$ cat src/rtl/gnce_pkg.sv
package gnce_pkg;

  localparam int MAX_COLS = 256;
  localparam int MAX_ROWS = 256;
  localparam int CNT_W    = 9;
  localparam int COORD_W  = 8;
  localparam int IDX_W    = 16;
  localparam int PROD_W   = COORD_W + CNT_W;
  localparam int SLOTS    = 9;

  typedef enum logic [1:0] {
    OP_NINE = 2'd0,
    OP_FWD  = 2'd1,
    OP_REV  = 2'd2,
    OP_NONE = 2'd3
  } opcode_t;

  localparam logic REG_GRID_COLS = 1'b0;
  localparam logic REG_GRID_ROWS = 1'b1;

  localparam logic [3:0] FWD_FIRST_STR  = 4'd7;
  localparam logic [3:0] FWD_FIRST_DIAG = 4'd6;
  localparam logic [3:0] REV_FIRST_STR  = 4'd3;
  localparam logic [3:0] REV_FIRST_DIAG = 4'd2;
  localparam logic [3:0] CNT_NINE       = 4'd9;
  localparam logic [3:0] CNT_STR        = 4'd3;
  localparam logic [3:0] CNT_DIAG       = 4'd5;

  typedef logic [SLOTS-1:0][3:0] slot_list_t;

  typedef struct packed {
    logic [SLOTS-1:0] mask;
    slot_list_t       slot;
    logic [IDX_W-1:0] base;
    logic [CNT_W-1:0] cols;
  } gnce_job_t;

  function automatic logic [3:0] slot_count(opcode_t op, logic [2:0] dir);
    logic [3:0] n;
    case (op)
      OP_NINE: n = CNT_NINE;
      OP_FWD:  n = dir[0] ? CNT_DIAG : CNT_STR;
      OP_REV:  n = dir[0] ? CNT_DIAG : CNT_STR;
      default: n = 4'd0;
    endcase
    return n;
  endfunction

  function automatic logic [3:0] slot_off(opcode_t op, logic [2:0] dir, logic [3:0] j);
    logic [3:0] first;
    logic [3:0] sum;
    logic [3:0] k;
    case (op)
      OP_FWD:  first = dir[0] ? FWD_FIRST_DIAG : FWD_FIRST_STR;
      OP_REV:  first = dir[0] ? REV_FIRST_DIAG : REV_FIRST_STR;
      default: first = 4'd0;
    endcase
    sum = first + j + {1'b0, dir};
    if (op == OP_NINE) begin
      k = j;
    end else begin
      k = {1'b0, sum[2:0]};
    end
    return k;
  endfunction

  function automatic logic signed [1:0] off_dx(logic [3:0] k);
    logic signed [1:0] d;
    case (k)
      4'd1, 4'd2, 4'd3: d = 2'sd1;
      4'd5, 4'd6, 4'd7: d = -2'sd1;
      default:          d = 2'sd0;
    endcase
    return d;
  endfunction

  function automatic logic signed [1:0] off_dy(logic [3:0] k);
    logic signed [1:0] d;
    case (k)
      4'd0, 4'd1, 4'd7: d = -2'sd1;
      4'd3, 4'd4, 4'd5: d = 2'sd1;
      default:          d = 2'sd0;
    endcase
    return d;
  endfunction

endpackage

$ cat src/rtl/gnce_emit.sv
module gnce_emit
  import gnce_pkg::*;
(
  input  logic             clk,
  input  logic             rst_n,
  input  logic             job_valid,
  input  gnce_job_t        job,
  output logic             job_ready,
  input  logic             out_stall,
  output logic             out_valid,
  output logic [IDX_W-1:0] out_neighbour_index,
  output logic             out_found,
  output logic             out_last_of_run
);

  logic             e_valid_r;
  gnce_job_t        e_job_r;
  logic             out_valid_r;
  logic [IDX_W-1:0] out_idx_r;
  logic             out_found_r;
  logic             out_last_r;

  logic [3:0]       sel;
  logic [SLOTS-1:0] rem;
  logic             any;
  logic             last;
  logic [3:0]       k;
  logic signed [1:0] dx;
  logic signed [1:0] dy;
  logic [IDX_W-1:0] row_adj;
  logic [IDX_W-1:0] idx_nxt;
  logic             out_load;
  logic             e_fire;

  always_comb begin
    sel = '0;
    for (int j = SLOTS - 1; j >= 0; j--) begin
      if (e_job_r.mask[j]) begin
        sel = 4'(j);
      end
    end
    any = |e_job_r.mask;
    rem = e_job_r.mask;
    if (any) begin
      rem[sel] = 1'b0;
    end
    last = (rem == '0);
    k    = e_job_r.slot[sel];
    dx   = off_dx(k);
    dy   = off_dy(k);
    if (dy == -2'sd1) begin
      row_adj = IDX_W'(0) - IDX_W'(e_job_r.cols);
    end else if (dy == 2'sd1) begin
      row_adj = IDX_W'(e_job_r.cols);
    end else begin
      row_adj = '0;
    end
    idx_nxt = e_job_r.base + row_adj + {{(IDX_W-2){dx[1]}}, dx};
  end

  assign out_load  = !out_valid_r || !out_stall;
  assign e_fire    = e_valid_r && out_load;
  assign job_ready = !e_valid_r || (e_fire && last);

  always_ff @(posedge clk) begin
    if (!rst_n) begin
      e_valid_r   <= 1'b0;
      out_valid_r <= 1'b0;
    end else begin
      if (job_ready) begin
        e_valid_r <= job_valid;
      end
      if (out_load) begin
        out_valid_r <= e_valid_r;
      end
    end
  end

  always_ff @(posedge clk) begin
    if (job_ready && job_valid) begin
      e_job_r <= job;
    end else if (e_fire) begin
      e_job_r.mask <= rem;
    end
    if (e_fire) begin
      out_idx_r   <= any ? idx_nxt : '0;
      out_found_r <= any;
      out_last_r  <= last;
    end
  end

  assign out_valid           = out_valid_r;
  assign out_neighbour_index = out_idx_r;
  assign out_found           = out_found_r;
  assign out_last_of_run     = out_last_r;

endmodule

$ cat src/rtl/grid_neighbour_cell_enumerator_unit.sv
// Grid neighbour cell enumerator.
// Input channel (in_valid / in_stall): one query item per accept, carrying
// opcode (nine-cell set, forward set, reverse set), move direction and the
// centre cell column and row.
// Result channel (out_valid / out_stall): one item per in-bounds cell of the
// chosen set, in set order, with the linear index row * cols + col and
// found = 1; the final item of a query has last_of_run = 1. A query whose set
// is empty gives one item with found = 0, index 0 and last_of_run = 1.
// Config channel (cfg_valid / cfg_ready, cfg_index, cfg_wdata): index 0 sets
// the column count, index 1 the row count; counts above 256 act as 256.
// cfg_ready is always high; write only while no query is in flight.
// A query moves through s1, s2, s3, the serializer job register and the result
// register in that order. A query yields max(1, n) items on the single result
// port, n = in-bounds cells (up to 9); the input stages keep accepting until the
// result serializer and the three stages ahead of it are full.
// Reset (synchronous, rst_n low): pipeline emptied, counts back to 16x16.
// A stalled result holds its payload; back-pressure reaches in_stall through
// the pipeline without dropping or repeating items.
module grid_neighbour_cell_enumerator_unit
  import gnce_pkg::*;
(
  input  logic               clk,
  input  logic               rst_n,
  input  logic               in_valid,
  output logic               in_stall,
  input  logic [1:0]         in_opcode,
  input  logic [2:0]         in_direction,
  input  logic [COORD_W-1:0] in_cell_col,
  input  logic [COORD_W-1:0] in_cell_row,
  output logic               out_valid,
  input  logic               out_stall,
  output logic [IDX_W-1:0]   out_neighbour_index,
  output logic               out_found,
  output logic               out_last_of_run,
  input  logic               cfg_valid,
  output logic               cfg_ready,
  input  logic               cfg_index,
  input  logic [CNT_W-1:0]   cfg_wdata
);

  logic [CNT_W-1:0]   grid_cols_r;
  logic [CNT_W-1:0]   grid_rows_r;
  logic [CNT_W-1:0]   cols_eff;
  logic [CNT_W-1:0]   rows_eff;

  logic               s1_valid_r;
  opcode_t            s1_op_r;
  logic [2:0]         s1_dir_r;
  logic [COORD_W-1:0] s1_col_r;
  logic [COORD_W-1:0] s1_row_r;

  logic               s2_valid_r;
  logic [SLOTS-1:0]   s2_mask_r;
  slot_list_t         s2_slot_r;
  logic [PROD_W-1:0]  s2_prod_r;
  logic [COORD_W-1:0] s2_col_r;
  logic [CNT_W-1:0]   s2_cols_r;

  logic               s3_valid_r;
  gnce_job_t          s3_job_r;

  logic [SLOTS-1:0]   mask_nxt;
  slot_list_t         slot_nxt;
  logic [PROD_W-1:0]  prod_nxt;
  gnce_job_t          job_nxt;

  logic               e_ready;
  logic               s1_en;
  logic               s2_en;
  logic               s3_en;

  assign cols_eff = (grid_cols_r > CNT_W'(MAX_COLS)) ? CNT_W'(MAX_COLS) : grid_cols_r;
  assign rows_eff = (grid_rows_r > CNT_W'(MAX_ROWS)) ? CNT_W'(MAX_ROWS) : grid_rows_r;

  assign s3_en    = !s3_valid_r || e_ready;
  assign s2_en    = !s2_valid_r || s3_en;
  assign s1_en    = !s1_valid_r || s2_en;
  assign in_stall = !s1_en;
  assign cfg_ready = 1'b1;

  // slot expansion and bounds test
  always_comb begin
    logic [3:0]        n;
    logic [3:0]        k;
    logic signed [1:0] dx;
    logic signed [1:0] dy;
    logic [9:0]        x;
    logic [9:0]        y;
    n = slot_count(s1_op_r, s1_dir_r);
    for (int j = 0; j < SLOTS; j++) begin
      k  = slot_off(s1_op_r, s1_dir_r, 4'(j));
      dx = off_dx(k);
      dy = off_dy(k);
      x  = {2'b00, s1_col_r} + {{8{dx[1]}}, dx};
      y  = {2'b00, s1_row_r} + {{8{dy[1]}}, dy};
      slot_nxt[j] = k;
      mask_nxt[j] = (4'(j) < n) && !x[9] && !y[9] &&
                    (x[8:0] < cols_eff) && (y[8:0] < rows_eff);
    end
    prod_nxt = PROD_W'(s1_row_r) * PROD_W'(cols_eff);
  end

  always_comb begin
    job_nxt.mask = s2_mask_r;
    job_nxt.slot = s2_slot_r;
    job_nxt.base = IDX_W'(s2_prod_r + PROD_W'(s2_col_r));
    job_nxt.cols = s2_cols_r;
  end

  always_ff @(posedge clk) begin
    if (!rst_n) begin
      grid_cols_r <= CNT_W'(16);
      grid_rows_r <= CNT_W'(16);
      s1_valid_r  <= 1'b0;
      s2_valid_r  <= 1'b0;
      s3_valid_r  <= 1'b0;
    end else begin
      if (cfg_valid && cfg_ready) begin
        if (cfg_index == REG_GRID_COLS) begin
          grid_cols_r <= cfg_wdata;
        end
        if (cfg_index == REG_GRID_ROWS) begin
          grid_rows_r <= cfg_wdata;
        end
      end
      if (s1_en) begin
        s1_valid_r <= in_valid;
      end
      if (s2_en) begin
        s2_valid_r <= s1_valid_r;
      end
      if (s3_en) begin
        s3_valid_r <= s2_valid_r;
      end
    end
  end

  always_ff @(posedge clk) begin
    if (s1_en && in_valid) begin
      s1_op_r  <= opcode_t'(in_opcode);
      s1_dir_r <= in_direction;
      s1_col_r <= in_cell_col;
      s1_row_r <= in_cell_row;
    end
    if (s2_en && s1_valid_r) begin
      s2_mask_r <= mask_nxt;
      s2_slot_r <= slot_nxt;
      s2_prod_r <= prod_nxt;
      s2_col_r  <= s1_col_r;
      s2_cols_r <= cols_eff;
    end
    if (s3_en && s2_valid_r) begin
      s3_job_r <= job_nxt;
    end
  end

  gnce_emit u_emit (
    .clk                 (clk),
    .rst_n               (rst_n),
    .job_valid           (s3_valid_r),
    .job                 (s3_job_r),
    .job_ready           (e_ready),
    .out_stall           (out_stall),
    .out_valid           (out_valid),
    .out_neighbour_index (out_neighbour_index),
    .out_found           (out_found),
    .out_last_of_run     (out_last_of_run)
  );

endmodule

$ cat config.mk
export PLATFORM = sky130hd
export DESIGN_NAME = grid_neighbour_cell_enumerator_unit
export DESIGN_NICKNAME = d
export VERILOG_FILES = /design/src/rtl/gnce_pkg.sv /design/src/rtl/gnce_emit.sv /design/src/rtl/grid_neighbour_cell_enumerator_unit.sv
export SDC_FILE = /design/constraint.sdc
export NUM_CORES = 1
export LEC_CHECK = 0
export BUFFER_PORTS_ARGS = -buffer_cell sky130_fd_sc_hd__buf_2
export CORE_ASPECT_RATIO = 0.7
export CORE_MARGIN = 4
export CORE_UTILIZATION = 40
export CTS_CLUSTER_DIAMETER = 120
export DETAILED_ROUTE_END_ITERATION = 8
export SETUP_SLACK_MARGIN = 0.02
export SLEW_MARGIN = 30
export SYNTH_ARGS = -nofsm -noshare
export SYNTH_HDL_FRONTEND = slang
export SYNTH_SLANG_ARGS = --single-unit
$ cat constraint.sdc
create_clock -name clk -period 8.2 [get_ports clk]
set_input_delay 0.41 -clock clk [delete_from_list [all_inputs] [get_ports clk]]
set_output_delay 0.41 -clock clk [all_outputs]
set_load 0.05 [all_outputs]
Yosys cells after proc, flatten, opt, wreduce, memory -nomap -nowiden
Cells that the tools add are included.
Widths: inputs -> output; s select.
{"block": "word_totals", "register_bits": 280, "input_bits": 36, "out_inout_bits": 21}
{"block": "classes", "add_sub_neg": 39, "n_mul": 1, "order_cmp": 31, "n_eq_ne": 74, "n_mux": 54, "bitwise": 3, "n_reduce_logical": 130}
{"cell": "$add 9x2->10", "count": 18}
{"cell": "$lt 9x9->1", "count": 18}
{"cell": "$eq 4x3->1 const B", "count": 40}
{"cell": "$reduce_or 3->1", "count": 40}
{"cell": "$eq 4x2->1 const B", "count": 20}
{"cell": "$pmux 2 s2", "count": 20}
{"cell": "$mux 9", "count": 6}
{"cell": "$mux 4", "count": 11}
{"cell": "$logic_and 1x1->1", "count": 43}
{"cell": "$eq 4x1->1 const B", "count": 10}
{"cell": "$logic_not 4->1", "count": 10}
{"cell": "$add 16x16->16", "count": 2}
{"cell": "$add 3x3->3", "count": 9}
{"cell": "$mux 3", "count": 9}
{"cell": "$logic_not 1->1", "count": 25}
{"cell": "$gt 9x9->1 const B", "count": 2}
{"cell": "$add 16x8->16", "count": 1}
{"cell": "$bmux 4 s4", "count": 1}
{"cell": "$lt 3x4->1 const A", "count": 4}
{"cell": "$mul 8x9->16", "count": 1}
{"cell": "$mux 16", "count": 1}
{"cell": "$add 3x3->3 const B", "count": 4}
{"cell": "$sub 1x9->10 const A", "count": 1}
{"cell": "$and 9x9->9", "count": 1}
{"cell": "22 further kinds", "count": 35}

Logic depth before layout (Yosys ltp)
Gate-level depths: netlist of the first run.
{"block": "depth", "depth_word": 23, "mapped_depth": 29, "mapped_depth_nobuf": 28}

Modules after synthesis
A second synthesis of the first run with hierarchy kept.
{"block": "hier_totals", "hier_cells": 2244, "area_unflattened_um2": 22180.0}
{"mod": "grid_neighbour_cell_enumerator_unit", "n_inst": 1, "cells_each": 1870, "area_each_um2": 17406.7, "seq_area_each_um2": 4234.1}
{"mod": "gnce_emit", "n_inst": 1, "cells_each": 374, "area_each_um2": 4773.3, "seq_area_each_um2": 2682.6}

Least setup slack after synthesis of the first run
OpenSTA, ideal clock, no wires.
{"block": "synth_timing", "path_kind": "reg2reg", "startpoint": "register u_emit.e_job_r[63] (netlist bit)", "endpoint": "register s2_slot_r, in the netlist job_nxt[31], enable pin", "setup_ns": 0.559, "arrival_ns": 6.182, "t_required_ns": 7.641, "path_slack_ns": 1.458, "path_stages_with_launch": 9, "period_less_slack_ns": 6.742, "cell_sequence": "edfxtp_1 -> clkbuf_1 -> or4_1 -> o21ai_0 -> nand4_1 -> a21o_1 -> o31a_1 -> and2_1 -> a21boi_0"}
{"block": "synth_via", "elab_chain_cells": 16}
{"item": "start, declared", "line_no": "gnce_emit.sv:17", "text": "gnce_job_t e_job_r;"}
{"item": "start signal, assigned", "line_no": "gnce_emit.sv:81", "text": "e_job_r <= job;"}
{"item": "$mux 4 (3 in a row)", "line_no": "gnce_emit.sv:38", "text": "if (e_job_r.mask[j]) begin"}
{"item": "$lt 4x5->1 (not written as such) / $ge 4x1->1 (equally long branches)", "line_no": "gnce_emit.sv:45", "text": "rem[sel] = 1'b0;"}
{"item": "$logic_and 1x1->1 (not written as such)", "line_no": "gnce_emit.sv:45"}
{"item": "$mux 1 (not written as such)", "line_no": "gnce_emit.sv:45"}
{"item": "$demux 1 s4"}
{"item": "$not 9->9 (no source line)"}
{"item": "$and 9x9->9 (no source line)"}
{"item": "$mux 9 *", "line_no": "gnce_emit.sv:44", "text": "if (any) begin"}
{"item": "$logic_not 9->1 *", "line_no": "gnce_emit.sv:47", "text": "last = (rem == '0);"}
{"item": "$logic_and 1x1->1 *", "line_no": "gnce_emit.sv:63", "text": "assign job_ready = !e_valid_r || (e_fire && last);"}
{"item": "$logic_or 1x1->1 *", "line_no": "gnce_emit.sv:63"}
{"item": "$logic_or 1x1->1 *", "line_no": "grid_neighbour_cell_enumerator_unit.sv:75", "text": "assign s3_en = !s3_valid_r || e_ready;"}
{"item": "$logic_or 1x1->1 *", "line_no": "grid_neighbour_cell_enumerator_unit.sv:76", "text": "assign s2_en = !s2_valid_r || s3_en;"}
{"item": "$logic_and 1x1->1 *", "line_no": "grid_neighbour_cell_enumerator_unit.sv:145", "text": "if (s2_en && s1_valid_r) begin"}
{"item": "end signal, assigned", "line_no": "grid_neighbour_cell_enumerator_unit.sv:147", "text": "s2_slot_r <= slot_nxt;"}
{"item": "end, declared", "line_no": "grid_neighbour_cell_enumerator_unit.sv:54", "text": "slot_list_t s2_slot_r;"}
Every way passes the cells marked *; elsewhere a longest branch is shown, timed or not.
A chain may end at the register's enable or synchronous reset.

Final worst setup path of the first run
{"block": "layout_timing", "startpoint": "register s1_op_r[0]", "endpoint": "register s2_mask_r[2] (data pin)"}
{"block": "layout_via", "elab_chain_cells": 14}
{"item": "start, declared", "line_no": "grid_neighbour_cell_enumerator_unit.sv:47", "text": "opcode_t s1_op_r;"}
{"item": "start signal, assigned", "line_no": "grid_neighbour_cell_enumerator_unit.sv:140", "text": "s1_op_r <= opcode_t'(in_opcode);"}
{"item": "branches (longest 13 deep; another with $add 9x2->10)"}
{"item": "$logic_and 1x1->1 *", "line_no": "grid_neighbour_cell_enumerator_unit.sv:98", "text": "(x[8:0] < cols_eff) && (y[8:0] < rows_eff);"}
{"item": "named net mask_nxt[2]", "line_no": "grid_neighbour_cell_enumerator_unit.sv:62", "text": "logic [SLOTS-1:0] mask_nxt;"}
{"item": "end signal, assigned", "line_no": "grid_neighbour_cell_enumerator_unit.sv:146", "text": "s2_mask_r <= mask_nxt;"}
{"item": "end, declared", "line_no": "grid_neighbour_cell_enumerator_unit.sv:53", "text": "logic [SLOTS-1:0] s2_mask_r;"}
Mark *: on every way through the listed nets, which the timed path passes.

==> impl_metrics.json, run 1 <==
{
  "ys_seq_elements": 217,
  "setup_viol": 0,
  "peakVddDrop_v": 0.0001648,
  "grt_max_degree": 58,
  "num_rows": 69,
  "swShare": 0.4183,
  "grt_overflow_total": 0,
  "start_util": 0.4079,
  "antenna_cells": 0,
  "grt_pass1_wl_um": 83670,
  "slew_viol_final": 0,
  "clock_skew_ps": 26.70,
  "internal_power_w": 0.003714,
  "syn_nets": 2637,
  "critPathCaptureType": "register",
  "cts_setup_buffers": 0,
  "place_inst": 2874,
  "syn_area_per_cell_um2": 9.697,
  "grt_usage": 0.1908,
  "synth_edf_count": 194,
  "pre_cts_ws_ps": 1423,
  "wl_um": 53560,
  "fin_setup_tns_ps": 0,
  "port_buffers": 55,
  "power_density_nw_per_um2": 278.4,
  "placed_area_um2": 22060,
  "cp_max_fo": 11,
  "cts_hold_buf": 0,
  "antenna_found_initial": 5,
  "drive_gt1_frac": 0.06423,
  "use_met2": 0.2742,
  "die_h_um": 199.0,
  "h-tree-depth": 1,
  "worst_pin_slew_ps": 996.6,
  "core_area_um2": 51110,
  "path_common_cell": "inv_1",
  "yosys.cell_types.count": 66,
  "cts-root-buf": "clkbuf_16",
  "clk_latency_ps": 560,
  "max-slew-margin-rel": 0.3332,
  "combPwrFrac": 0.599,
  "cts_made_buffers": 23,
  "netlist_area_um2": 20850,
  "cp_slowest_stage_delay_ps": 610,
  "pwr-share-clk": 0.191,
  "met1_usage": 0.2956,
  "final.setup.worst_slack_ps": 1500,
  "syn_to_final_growth_pct": 9.999,
  "crit_chain": "inv_1, ha_1, inv_1, or3_1, inv_1, ha_1, inv_1, fa_1, or2_2, inv_1, a21oi_2, ha_1, a21o_1, a21oi_1, o21ai_0, a21oi_1, o21bai_1, a21oi_1, xor2_1, ha_1, a21oi_1, o21ai_0, a2111o_1, a2111oi_0",
  "p_leak_nw": 10.23,
  "cts.clk_slew.worst_paths_ps": 70,
  "num_vias": 15570,
  "avgRoutedWirePerCell_um": 18.37,
  "ys_seq_area_frac": 0.3015,
  "synthCells": 2150,
  "clock_sinks": 217,
  "status": "completed",
  "hold_viol": 0,
  "drcViolationCount": 0,
  "ant_nets": 0,
  "yosys_warnings": 0,
  "clock.fmax_mhz": 149.3,
  "required_ps": 8520,
  "drt_iter0_drc": 1081,
  "final_cells": 2916,
  "die_area_um2": 55890,
  "synthFlopType": "edfxtp_1",
  "async_flop_share": 0,
  "slowest_stage": "fa_1",
  "fin_crit_ps": 6700,
  "clockBufferDepth": 3,
  "rsz0062_at_grt": "no",
  "grtUsageMet3": 0.03391,
  "fp.dieW_um": 280.9,
  "cts_tree": "built",
  "crit_arrival_ps": 7010,
  "place.gp.congestion": 0.9292,
  "drt-pass1-iter-count": 8,
  "pwr-share-seq": 0.210,
  "cts_resized": 0,
  "first_global_vias": 15040,
  "max-cap-violations": 0,
  "io_pins": 57,
  "hpwl_um": 40320,
  "fin_nets": 2712,
  "worst-setup-path-type": "register to register",
  "viasPerCell": 5.341,
  "top_usage_layer": "met1",
  "period_share": 0.8170,
  "cp-start-kind": "register",
  "p_sw_w": 0.002670,
  "fin_area_um2": 22930,
  "min-delay-path-class": "input pin to register"
}
-- power groups by stage --
stage | Sequential (W) | Combinational (W) | Clock, W
floorplan | 0.00136 | 0.00287 | 0
global placement | 0.00136 | 0.00360 | 0
detailed placement | 0.00136 | 0.00374 | 0
CTS | 0.00134 | 0.00378 | 0.00125
global route | 0.00134 | 0.00435 | 0.00130
finish | 0.00134 | 0.00382 | 0.00122
-- critical path: cells and delay by family (launching register included) --
family                     cells  cell delay (ps)
xor gates and xnor gates       1              190
buffers and inverters          5              530
adders and majority gates      5             1820
AOI/OAI and AO/OA             11             2870
DFF                            1              420
and+or+nand+nor                2              620
-- cell type report --
cell class                      instances  area [µm²]
Clock buffer                           26       586.8
Tap cell                              674       843.3
Fill cell                            4865       28180
Clock inverter                         16       274.0
Timing Repair Buffer                   79       455.4
Multi-Input combinational cell       1648       13530
Sequential cell                       217        6286
Inverter                              256       960.9
-- kinds of logic after synthesis --
| family | count (synthesis) | share of synthesized area |
|---|---|---|
| simple gates | 517 | 0.1179 |
| compound gates | 494 | 0.1514 |
| fa+ha+maj | 451 | 0.2988 |
| buf+inv | 285 | 0.05155 |
| flops | 217 | 0.3015 |
| xor+xnor | 170 | 0.07142 |
| mux | 15 | 0.007322 |
| other cells | 1 | 0.0001799 |
-- metal layers --
layer / part of all wire / vias to the layer above
li1: - / 7678
met1: 0.51 / 7327
met2: 0.39 / 482
met3: 0.077 / 86
met4: 0.026 / 0
met5: 0 / -
-- layout by cell type, fill, tap and decap left out, drive strengths merged, types with 20 or more instances in the layout --
master / synthesis / layout
ha: 373 / 373
inv: 254 / 256
edfxtp: 194 / 194
nand2: 160 / 160
a21oi: 146 / 146
nor2: 142 / 142
xnor2: 130 / 130
o21ai: 108 / 108
buf: 4 / 79
fa: 78 / 78
a21o: 70 / 70
nor2b: 48 / 48
and2: 41 / 41
xor2: 40 / 40
a21boi: 38 / 38
nor3: 32 / 32
o21a: 27 / 27
clkbuf: 25 / 26
dfxtp: 23 / 23
o21bai: 22 / 22
o211ai: 22 / 22
nand3: 20 / 20
-- stage by stage --
step                        util  hold slack, ps  power (W)
after floorplan                -           400.3   0.004228
after global placement    0.4315           401.3   0.004963
after detailed placement  0.4316           404.5   0.005105
after CTS                 0.4484          0.8282   0.006368
after global routing      0.4487           4.152   0.006995
final                     0.4487           23.92   0.006384
-- registers in the layout, summed over array words and instances, names as in the netlist, 2 cells and up --
signal,count
u_emit.out_neighbour_index,16
u_emit.e_job_r,49
grid_rows_r,9
s2_mask_r,9
s2_col_r,8
s2_cols_r,9
s1_col_r,8
grid_cols_r,9
s1_dir_r,3
s1_op_r,2
s3_job_r,49
job_nxt,15
s1_row_r,8
s2_prod_r,16
-- Yosys cell counts (all sizes together) (3+ instances only) --
master / count / area, µm²
xor2: 40 / 350.3
a2111oi: 5 / 43.79
o31ai: 3 / 22.52
a22oi: 7 / 52.55
a41oi: 3 / 26.28
fa: 78 / 1562
or3b: 9 / 78.83
dfxtp: 23 / 460.4
o21ai: 108 / 540.5
or4: 3 / 22.52
clkbuf: 25 / 93.84
a221oi: 4 / 52.56
a211oi: 10 / 80.07
a21o: 70 / 525.5
and2: 41 / 256.5
a21boi: 38 / 285.3
a31oi: 5 / 31.28
nor4: 4 / 25.02
edfxtp: 194 / 5826
a21oi: 146 / 730.7
xnor2: 130 / 1139
o2111ai: 4 / 35.03
o211ai: 22 / 165.2
or3: 19 / 118.9
mux2i: 13 / 130.1
a211o: 6 / 52.55
nor2b: 48 / 300.3
buf: 4 / 20.02
nand2: 160 / 600.6
inv: 254 / 953.4
ha: 373 / 4667
and3: 7 / 43.79
nor2: 142 / 533.0
or2: 8 / 50.05
nand2b: 15 / 93.84
nand3: 20 / 100.1
o21bai: 22 / 165.2
nor3: 32 / 160.2
o21a: 27 / 202.7
-- path summary, 6_finish.rpt --
path	start	endpoint	slack (ps)	cells past startpoint
worst max-delay path	s1_op_r[0]	s2_mask_r[2]	1500	24
worst min-delay path	in_cell_row[4]	s1_row_r[4]	20	1
worst max register to register	s1_op_r[0]	s2_mask_r[2]	1500	24
worst min register to register	s2_cols_r[2]	s3_job_r[2]	420	0
No activity file was read; power rests on OpenSTA's default activity.
==> run 2: changes to the inputs <==
==> constraint.sdc (replaced) <==
create_clock -name clk -period 6.8 [get_ports clk]
set_input_delay 0.34 -clock clk [delete_from_list [all_inputs] [get_ports clk]]
set_output_delay 0.34 -clock clk [all_outputs]
set_load 0.05 [all_outputs]
==> run 2 against run 1 <==
Sequential power is 22% higher. Utilization up 0.46 points. Critical path depth rose by 1. Die area did not move. Maximum frequency is 5.8% higher. Flip-flop and latch count did not move. Critical endpoint is now s2_mask_r[0]. Clock power is 7% higher. Clock-buffer cell count fell by 2. Combinational power rose by 20%. Worst setup slack worse by 1000 ps.
==> impl_metrics.json, run 2 (synthesis results as in run 1) <==
{
  "status": "completed",
  "clock.fmax_mhz": 157.9,
  "largest_registers": "s3_job_r (49), u_emit.e_job_r (49)",
  "peakVddDrop_v": 0.0002004,
  "cts_setup_buffers": 0,
  "cts-root-buf": "clkbuf_16",
  "worstHoldPathCells": 2,
  "clock_sinks": 217,
  "hpwl_um": 41370,
  "multi_input_area_um2": 13530,
  "fin_setup_tns_ps": 0,
  "num_rows": 69,
  "ff2ff_path_depth": 25,
  "first_global_vias": 15370,
  "cp_max_fo": 10,
  "wl_um": 54980,
  "required_ps": 7190,
  "grt_usage": 0.1968,
  "start_util": 0.4079,
  "antenna_cells": 0,
  "syn_to_final_growth_pct": 11.12,
  "drt_iter0_drc": 1083,
  "die_h_um": 199.0,
  "io_pins": 57,
  "clk_latency_ps": 560,
  "hold_slack_ps": 34.52,
  "min-delay-path-class": "input pin to register",
  "drcViolationCount": 0,
  "fin_util": 0.4533,
  "fp.dieW_um": 280.9,
  "hp-start": "in_valid",
  "avgRoutedWirePerCell_um": 18.62,
  "cts.clk_slew.worst_paths_ps": 70,
  "num_vias": 15640,
  "final_common_cell": "ha_1",
  "core_area_um2": 51110,
  "h-tree-depth": 1,
  "worst-setup-path-type": "register to register",
  "max-cap-violations": 0,
  "setup_viol": 0,
  "grt_pass1_wl_um": 85960,
  "ant_nets": 0,
  "critPathLaunch": "s1_op_r[1]",
  "cp-start-kind": "register",
  "p_leak_nw": 10.34,
  "worstReg2RegStart": "s1_op_r[1]",
  "rsz0062_at_grt": "no",
  "viasPerCell": 5.296,
  "place_inst": 2890,
  "place.gp.congestion": 0.9122,
  "port_buffers": 55,
  "hold_viol": 0,
  "max-slew-margin-rel": 0.3609,
  "clock_skew_ps": 30.59,
  "grt_overflow_total": 0,
  "drt-pass1-iter-count": 6,
  "power_density_nw_per_um2": 324.9,
  "clockBufferDepth": 3,
  "worst_pin_slew_ps": 958.6,
  "layout_common_cells": "ha_1 (373), inv_1 (253), edfxtp_1 (194)",
  "cts_made_buffers": 23,
  "antenna_found_initial": 1,
  "critPathCaptureType": "register",
  "drive_gt1_frac": 0.07196,
  "fillers": 4896,
  "final_cells": 2953,
  "die_area_um2": 55890,
  "crit_arrival_ps": 6720,
  "slew_viol_final": 0,
  "period_share": 0.9311,
  "fin_nets": 2749,
  "seqCellArea_um2": 6286,
  "grt_max_degree": 58,
  "fin_crit_ps": 6331,
  "cts_tree": "built"
}
==> run 2: through the flow <==
stage	setup slack (ps)	area, µm²	total power, W
after floorplan	58.40	20850	0.005099
after global placement	775.2	22170	0.005996
after detailed placement	534.8	22180	0.006149
after CTS	475.8	23150	0.007501
after global routing	52.28	23170	0.008283
final	468.8	23170	0.007526
==> run 2: per-layer routing <==
layer	wire length, µm	global-route usage	share of wire
met1	28060	0.3031	0.51
met2	22350	0.2934	0.41
met3	3564	0.03098	0.065
met4	1011	0.03601	0.018
met5	0	0	0
==> run 2: where the power goes <==
group / switching (W) / leakage (nW) / total, W / internal, W
clock network: 0.000588 / 0.364 / 0.00130 / 0.000712
registers: 0.0000700 / 2.00 / 0.00163 / 0.00156
logic: 0.00255 / 7.98 / 0.00460 / 0.00205
==> run 2: critical path, cell delays in order, from the launching register on <==
cell and delay (ps):
edfxtp_1 400, inv_1 100, ha_1 420, inv_1 140
or3_1 400, inv_1 70, ha_1 180, inv_1 70
fa_1 560, or2_2 380, inv_1 250, nor2_1 80
a21oi_1 310, inv_1 280, ha_1 350, a21o_1 180
a21oi_1 210, o21ai_0 120, a21oi_1 280, xnor2_1 130
ha_1 200, a2111oi_0 430, o21ai_0 170, o211ai_1 130
nand2_1 80, nor4_1 220
==> run 2: area by class of cell <==
class                      instances  area share
sequential                       217      0.2713
multi-input combinational       1648      0.5840
inverter                         256     0.04148
clock buffer                      24     0.02501
timing repair buffer             116     0.03392
tap                              674     0.03640
clock inverter                    18    0.007831
==> run 2: timing repair <==
action	in CTS	in global routing
hold buffers	21	0
setup endpoints to repair	0	2
resized for setup	0	3
hold endpoints to repair	21	0
==> run 2: worst paths after layout <==
path,endpoint,slack [ps]
max,s2_mask_r[0],470
min,s1_valid_r,30
max reg2reg,s2_mask_r[0],470
min reg2reg,s3_job_r[60],420
